<file path="config.mk">
export PLATFORM = sky130hd
export DESIGN_NAME = bracketed_command_line_parser
export DESIGN_NICKNAME = d
export VERILOG_FILES = /design/src/rtl/bcp_pkg.sv /design/src/rtl/bcp_core.sv /design/src/rtl/bracketed_command_line_parser.sv
export SDC_FILE = /design/constraint.sdc
export NUM_CORES = 1
export LEC_CHECK = 0
export BUFFER_PORTS_ARGS = -buffer_cell sky130_fd_sc_hd__buf_4
export CORE_MARGIN = 2
export CORE_UTILIZATION = 40
export DETAILED_ROUTE_END_ITERATION = 8
export GPL_TIMING_DRIVEN = 0
export SLEW_MARGIN = 0
export SYNTH_ARGS = -nofsm -noshare
export SYNTH_HDL_FRONTEND = slang
export SYNTH_SLANG_ARGS = --single-unit
</file>
<file path="constraint.sdc">
create_clock -name i_clk -period 5.8 [get_ports i_clk]
set_input_delay 0.29 -clock i_clk [delete_from_list [all_inputs] [get_ports i_clk]]
set_output_delay 0.29 -clock i_clk [all_outputs]
set_load 0.1 [all_outputs]
</file>
<file path="src/rtl/bcp_pkg.sv">
// Shared types and constants for the bracketed command line parser.
// No dependencies; imported by bcp_core and bracketed_command_line_parser.
package bcp_pkg;

    localparam int LINE_MAX  = 4096;
    localparam int FIELD_MAX = 32;
    localparam int LINE_W    = $clog2(LINE_MAX + 1);
    localparam int FLEN_W    = $clog2(FIELD_MAX);
    localparam int DEPTH_W   = 13;
    localparam int MIN_LINE  = 5;

    localparam logic [DEPTH_W-1:0] DEPTH_MAX = {DEPTH_W{1'b1}};
    localparam logic [LINE_W-1:0]  LINE_LIM  = LINE_W'(LINE_MAX - 1);
    localparam logic [LINE_W-1:0]  LINE_SAT  = LINE_W'(LINE_MAX);
    localparam logic [LINE_W-1:0]  LINE_MIN  = LINE_W'(MIN_LINE);
    localparam logic [FLEN_W-1:0]  FIELD_LIM = FLEN_W'(FIELD_MAX - 1);

    localparam logic [7:0] CH_ANGLE  = 8'h3C;
    localparam logic [7:0] CH_DOT    = 8'h2E;
    localparam logic [7:0] CH_OPEN   = 8'h28;
    localparam logic [7:0] CH_CLOSE  = 8'h29;
    localparam logic [7:0] CH_QUOTE  = 8'h22;
    localparam logic [7:0] CH_BSLASH = 8'h5C;
    localparam logic [7:0] CH_LOW_A  = 8'h61;
    localparam logic [7:0] CH_LOW_Z  = 8'h7A;
    localparam logic [7:0] CASE_GAP  = 8'd32;

    localparam logic [1:0] CNT_INVALID = 2'd0;
    localparam logic [1:0] CNT_ACTOR   = 2'd1;
    localparam logic [1:0] CNT_FULL    = 2'd3;

    typedef enum logic [1:0] {
        ACT_IDLE,
        ACT_IN,
        ACT_DONE
    } t_act_ph;

    typedef enum logic [1:0] {
        CMD_IDLE,
        CMD_SKIP,
        CMD_IN,
        CMD_DONE
    } t_cmd_ph;

    typedef enum logic [1:0] {
        PAY_IDLE,
        PAY_IN,
        PAY_DONE
    } t_pay_ph;

    typedef struct packed {
        logic               seen_angle;
        t_act_ph            act_ph;
        logic [FLEN_W-1:0]  act_len;
        t_cmd_ph            cmd_ph;
        logic [FLEN_W-1:0]  cmd_len;
        t_pay_ph            pay_ph;
        logic [DEPTH_W-1:0] depth;
        logic               quoted;
        logic               bs_odd;
        logic [LINE_W-1:0]  line_len;
        logic               truncated;
    } t_state;

    typedef struct packed {
        logic [7:0] byte_out;
        logic       in_actor;
        logic       in_command;
        logic       in_payload;
        logic       done_res;
        logic [1:0] arg_count;
        logic       overflow;
    } t_result;

endpackage

</file>
<file path="src/rtl/bcp_core.sv">
// Parser state registers and the per-byte next-state and result logic.
// Depends on bcp_pkg.
module bcp_core (
    input  logic             i_clk,
    input  logic             i_rst_n,
    input  logic             i_advance,
    input  logic [7:0]       i_byte,
    input  logic             i_last,
    output bcp_pkg::t_result o_res
);
    import bcp_pkg::*;

    t_state  r_st;
    t_state  n_st;
    t_result w_res;

    always_comb begin
        logic [7:0] b;
        logic       ia;
        logic       ic;
        logic       ip;
        logic       act;
        b     = i_byte;
        ia    = 1'b0;
        ic    = 1'b0;
        ip    = 1'b0;
        act   = 1'b0;
        n_st  = r_st;
        w_res = '0;

        if (r_st.line_len >= LINE_LIM) begin
            n_st.truncated = 1'b1;
        end else begin
            // command phase moves first, on the phase before this byte
            case (r_st.cmd_ph)
                CMD_SKIP: if (b != CH_OPEN) n_st.cmd_ph = CMD_IN;
                CMD_IN:   if (b == CH_OPEN) n_st.cmd_ph = CMD_DONE;
                default:  ;
            endcase
            if (n_st.cmd_ph == CMD_IN) begin
                if (r_st.cmd_len < FIELD_LIM) begin
                    ic = 1'b1;
                    n_st.cmd_len = r_st.cmd_len + 1'b1;
                end else begin
                    n_st.truncated = 1'b1;
                end
            end

            if (r_st.act_ph == ACT_IDLE && b == CH_ANGLE) begin
                n_st.act_ph     = ACT_IN;
                n_st.seen_angle = 1'b1;
                act             = 1'b1;
            end else if (r_st.act_ph == ACT_IN) begin
                if (b == CH_DOT) begin
                    n_st.act_ph = ACT_DONE;
                    n_st.cmd_ph = CMD_SKIP;
                end else begin
                    act = 1'b1;
                end
            end
            if (act) begin
                if (r_st.act_len < FIELD_LIM) begin
                    ia = 1'b1;
                    n_st.act_len = r_st.act_len + 1'b1;
                end else begin
                    n_st.truncated = 1'b1;
                end
            end

            case (r_st.pay_ph)
                PAY_IDLE: begin
                    if (r_st.seen_angle && b == CH_OPEN) begin
                        n_st.pay_ph = PAY_IN;
                        n_st.depth  = DEPTH_W'(1);
                        n_st.quoted = 1'b0;
                        n_st.bs_odd = 1'b0;
                    end
                end
                PAY_IN: begin
                    ip = 1'b1;
                    if (b == CH_QUOTE) begin
                        if (!r_st.bs_odd) n_st.quoted = ~r_st.quoted;
                        n_st.bs_odd = 1'b0;
                    end else begin
                        n_st.bs_odd = (b == CH_BSLASH) ? ~r_st.bs_odd : 1'b0;
                        if (!r_st.quoted) begin
                            if (b == CH_OPEN) begin
                                if (r_st.depth < DEPTH_MAX) n_st.depth = r_st.depth + 1'b1;
                            end else if (b == CH_CLOSE) begin
                                if (r_st.depth != '0) n_st.depth = r_st.depth - 1'b1;
                                if (n_st.depth == '0) begin
                                    n_st.pay_ph = PAY_DONE;
                                    ip          = 1'b0;
                                end
                            end
                        end
                    end
                end
                default: ;
            endcase
        end

        if (r_st.line_len < LINE_SAT) n_st.line_len = r_st.line_len + 1'b1;

        if ((ia || ic) && b >= CH_LOW_A && b <= CH_LOW_Z) b = b - CASE_GAP;

        w_res.byte_out   = b;
        w_res.in_actor   = ia;
        w_res.in_command = ic;
        w_res.in_payload = ip;
        w_res.done_res   = i_last;
        if (i_last) begin
            if (n_st.line_len >= LINE_MIN && n_st.seen_angle && n_st.pay_ph == PAY_DONE) begin
                w_res.arg_count = (n_st.cmd_ph == CMD_IN || n_st.cmd_ph == CMD_DONE)
                                  ? CNT_FULL : CNT_ACTOR;
            end else begin
                w_res.arg_count = CNT_INVALID;
            end
            w_res.overflow = n_st.truncated;
            n_st = '0;
        end
    end

    always_ff @(posedge i_clk) begin
        if (!i_rst_n) begin
            r_st <= '0;
        end else if (i_advance) begin
            r_st <= n_st;
        end
    end

    assign o_res = w_res;

    // actor and command never claim the same byte
    a_field_excl: assert property (@(posedge i_clk) disable iff (!i_rst_n)
        !(i_advance && w_res.in_actor && w_res.in_command))
        else $error("actor and command flags both set");

    // the end of a line returns the parser to its idle state
    a_line_clear: assert property (@(posedge i_clk) disable iff (!i_rst_n)
        (i_advance && i_last) |=> (r_st.line_len == '0 && !r_st.seen_angle))
        else $error("state not cleared after line end");

    // summary fields stay zero except on the final byte
    a_summary_last: assert property (@(posedge i_clk) disable iff (!i_rst_n)
        (i_advance && !i_last) |-> (w_res.arg_count == CNT_INVALID && !w_res.overflow))
        else $error("summary reported before line end");

endmodule

</file>
<file path="src/rtl/bracketed_command_line_parser.sv">
// A request accepted into the input register is valid on the output once it moves into the output register.
// Throughput: one byte per cycle; the input register feeds the parser logic,
// whose result lands in the output register; input ready drops only when both
// registers are full and the sink stalls.
// Reset (synchronous, i_rst_n low) empties both registers and returns the parser
// to the start of a line; no clearing pass is needed.
// Top level of the bracketed command line parser; depends on bcp_pkg, bcp_core.
module bracketed_command_line_parser (
    input  logic        i_clk,
    input  logic        i_rst_n,
    input  logic        i_s_axis_tvalid,
    output logic        o_s_axis_tready,
    input  logic [7:0]  i_s_axis_tdata,  // [7:0] byte_in
    input  logic        i_s_axis_tlast,  // line_end
    output logic        o_m_axis_tvalid,
    input  logic        i_m_axis_tready,
    output logic [15:0] o_m_axis_tdata,  // [7:0] byte_out, [8] in_actor, [9] in_command,
                                         // [10] in_payload, [12:11] arg_count,
                                         // [13] overflow, [15:14] zero
    output logic        o_m_axis_tlast   // done_res
);
    import bcp_pkg::*;

    logic       r_in_valid;
    logic [7:0] r_in_byte;
    logic       r_in_last;
    logic       r_out_valid;
    t_result    r_res;
    t_result    w_res;
    logic       w_adv;
    logic       w_take;

    assign w_adv           = r_in_valid && (!r_out_valid || i_m_axis_tready);
    assign o_s_axis_tready = !r_in_valid || w_adv;
    assign w_take          = i_s_axis_tvalid && o_s_axis_tready;

    always_ff @(posedge i_clk) begin
        if (!i_rst_n) begin
            r_in_valid <= 1'b0;
        end else if (w_take) begin
            r_in_valid <= 1'b1;
        end else if (w_adv) begin
            r_in_valid <= 1'b0;
        end
    end

    always_ff @(posedge i_clk) begin
        if (w_take) begin
            r_in_byte <= i_s_axis_tdata;
            r_in_last <= i_s_axis_tlast;
        end
    end

    bcp_core u_core (
        .i_clk     (i_clk),
        .i_rst_n   (i_rst_n),
        .i_advance (w_adv),
        .i_byte    (r_in_byte),
        .i_last    (r_in_last),
        .o_res     (w_res)
    );

    always_ff @(posedge i_clk) begin
        if (!i_rst_n) begin
            r_out_valid <= 1'b0;
        end else if (w_adv) begin
            r_out_valid <= 1'b1;
        end else if (i_m_axis_tready) begin
            r_out_valid <= 1'b0;
        end
    end

    always_ff @(posedge i_clk) begin
        if (w_adv) begin
            r_res <= w_res;
        end
    end

    assign o_m_axis_tvalid = r_out_valid;
    assign o_m_axis_tdata  = {2'b00, r_res.overflow, r_res.arg_count, r_res.in_payload,
                              r_res.in_command, r_res.in_actor, r_res.byte_out};
    assign o_m_axis_tlast  = r_res.done_res;

    // input side only blocks when both registers hold data and the sink stalls
    a_ready_stall: assert property (@(posedge i_clk) disable iff (!i_rst_n)
        !o_s_axis_tready |-> (r_in_valid && r_out_valid && !i_m_axis_tready))
        else $error("input stalled without a full pipeline");

    // a request moved into the output register shows up as valid next cycle
    a_adv_valid: assert property (@(posedge i_clk) disable iff (!i_rst_n)
        w_adv |=> o_m_axis_tvalid)
        else $error("advanced result not presented");

    // a result only leaves the input register when one was held there
    a_adv_src: assert property (@(posedge i_clk) disable iff (!i_rst_n)
        w_adv |-> r_in_valid)
        else $error("advance without a held request");

endmodule
</file>
==> flow_summary.yaml <==
clock_network:
  clockBufferDepth: 2
  cts_tree: "built"
  clockRootBuffer: "clkbuf_16"
  cts_hold_buf: 0
  cts_buffers: 9
  cts-htree-levels: 3
  cts-resized-gates: 0
  cts_sinks: 72
  path_clk_slew_ps: 60
  post_cts_buffers: 0
  clock_latency_ps: 350
finish:
  area_growth_syn_to_layout_pct: 15.31
  fillers: 1063
  multi_input_area_um2: 2587
  seq_area_um2: 1682
  n_antenna_cell: 0
  final_core_util: 0.4775
  fin_cells: 699
  final_nets: 576
  drive_above_1_share: 0.1592
  layout_common_cells: "48 x nor2_1, 48 x dfxtp_1, 38 x nand2_1, 32 x o21ai_0, 32 x buf_4"
  design_area_um2: 5221
status:
  status: "completed"
sta:
  hold_viol_final: 0
  worst_pin_slew_ps: 805.4
  setup_violations: 0
  slew_headroom: 0.4611
  finalCritPeriodShare: 0.4902
  fin_crit_ps: 2843
  slew_violations: 0
  timing.fmax_ghz: 0.3517
  skew_ps: 7.564
  whs_ps: 122.2
  fin_tns_setup_ps: 0
  grt_setup_unrepaired: "false"
power:
  p_per_area_nw_per_um2: 232.0
  clockPowerShare: 0.449
  sequentialPowerShare: 0.446
  p_leak_nw: 1.945
  p_int_mw: 0.8805
  pwr-share-comb: 0.105
  switching_power_mw: 0.3307
  vdd_drop_max_uv: 113.2
  p_sw_frac: 0.2730
die:
  chipWidth_um: 110.4
  start_util: 0.4141
  die_y_um: 110.4
  fp.coreArea_um2: 10940
  pin_count: 32
  die-area_um2: 12190
  rows: 38
worst_setup_path:
  critPathMaxFanout: 7
  crit_chain: "nor4b_2 > nand4_1 > a211oi_2 > o211ai_1 > and2_1"
  cp_slowest_cell: "nor4b_2"
  slowest_delay_ps: 660
  crit_path_start: "r_in_byte[6]$_DFFE_PP_"
  r2r-start: "r_in_byte[6]$_DFFE_PP_"
  path_buf_inv: 0
  crit_type: "reg -> reg"
  cp.required_ps: 5900
  cp-start-kind: "flop"
  path_delay_family: "simple AND/OR/NAND/NOR gates"
  end_kind: "flop"
  cp_data_arrival_time_ps: 2940
routing:
  postRouteAntennaNets: 0
  dr.pass1.iters: 5
  drc: 0
  initialDrtViolationCount: 245
  vias_per_cell: 5.931
  routedWlPerCell_um: 17.48
  drt_wl_total_um: 12220
  vias: 4146
synth:
  synth.top_cells.by_area: "dfxtp_1 21%, edfxtp_1 16%, nor2_1 4.0%, o21ai_0 3.5%, a21oi_1 3.2%"
  yosys_most_used_dff: "dfxtp_1"
  async_reset_ff_frac: 0
  avgSynthCellArea_um2: 8.827
  synth-edff-count: 24
  ys_seq_area_frac: 0.3714
  synth.ff_latch_count: 72
  synth_area_um2: 4528
  yosysTopAreaCellShare: 0.2122
  synth_area_leader_cell: "dfxtp_1"
  yosysWarnings: 0
  ys_types: 84
  postSynthCellCount: 513
placement:
  placed_cells: 682
  gp_congestion: 0.9342
  dpl.hpwl_um: 8739
  io_buffer_count: 28
  dpl-instance-area_um2: 4917
global_routing:
  grt_pass1_vias: 3904
  track_usage: 0.2104
  antenna_found_initial: 0
  grt_pass1_wl_um: 19530
  grt_max_degree: 25
  grt.overflow.total: 0
hold_path:
  worstHoldStart: "i_s_axis_tdata[4]"
  min_path_type: "in -> reg"
run:
  max_cap_violations: 0
==> state kept, by name, indices dropped and copies added, names as in the netlist <==
name	flops
u_core.r_st	46
o_m_axis_tdata	14
o_m_axis_tvalid	1
o_m_axis_tlast	1
r_in_byte	8
r_in_last	1
r_in_valid	1
==> power groups by stage <==
stage	registers [mW]	logic [mW]	clock network, mW
floorplan	0.584	0.0570	0
global placement	0.551	0.125	0
detailed placement	0.552	0.125	0
CTS	0.541	0.125	0.549
global route	0.542	0.135	0.568
finish	0.540	0.127	0.544
==> through the flow <==
stage	power (mW)	setup WS (ps)
floorplan	0.6409	3189
global placement	0.6757	2972
detailed placement	0.6765	2900
CTS	1.215	2888
global route	1.244	2703
finish	1.211	2957
==> layer usage <==
metal	part of all wire	track usage
met1	0.46	0.2745
met2	0.48	0.3409
met3	0.046	0.04586
met4	0.018	0.07857
met5	0	0
==> cells in the mapped netlist (4+ instances only) <==
master and instances:
buf_4 4, nand3_1 19, a21oi_1 29, a22oi_1 4
xnor2_1 6, inv_1 21, nor2_1 48, ha_1 9
dfxtp_1 48, o21ai_1 6, nand2_1 38, and3_1 12
nor3b_1 5, o211ai_1 7, nand4b_1 5, xor2_1 6
nor3_1 11, nand3b_1 4, nor2b_1 5, a211oi_2 4
clkbuf_1 17, and2_1 8, buf_6 4, or4_1 4
nand4_1 9, buf_2 4, a31oi_1 10, a21o_1 7
o2bb2ai_1 5, mux2i_1 4, edfxtp_1 24, nor4_1 7
o21ai_0 32, nand2b_1 6, o22ai_1 6
==> cell type report <==
class | instances | area share
multi-input cells | 389 | 0.4956
clock buffers | 11 | 0.04841
clock inverters | 5 | 0.006949
inverters | 21 | 0.01510
plain buffers | 32 | 0.03523
well taps | 140 | 0.03355
flip-flops and latches | 72 | 0.3221
repair buffers | 29 | 0.04313
==> cell families (layout without fill, tap and decap cells) <==
family	count (synthesis)	after routing	synth area share
other	1	2	0.0008282
multiplexers	5	5	0.01133
AND/OR/NAND/NOR	210	210	0.2749
adder cells (fa/ha/maj)	9	9	0.02487
AO/OA/AOI/OAI	151	151	0.2354
buffers and inverters	53	98	0.05803
flip-flops	72	72	0.3714
XOR/XNOR	12	12	0.02321
==> path summary, 6_finish.rpt <==
| kind | endpoint | slack [ps] | depth (start not counted) |
|---|---|---|---|
| max | o_m_axis_tdata[5]$_DFFE_PP_ | 2960 | 5 |
| min | r_in_byte[4]$_DFFE_PP_ | 120 | 1 |
| max reg2reg | o_m_axis_tdata[5]$_DFFE_PP_ | 2960 | 5 |
| min reg2reg | o_m_axis_tdata[1]$_DFFE_PP_ | 450 | 0 |
Note: power is estimated with default switching activity, not from simulation.
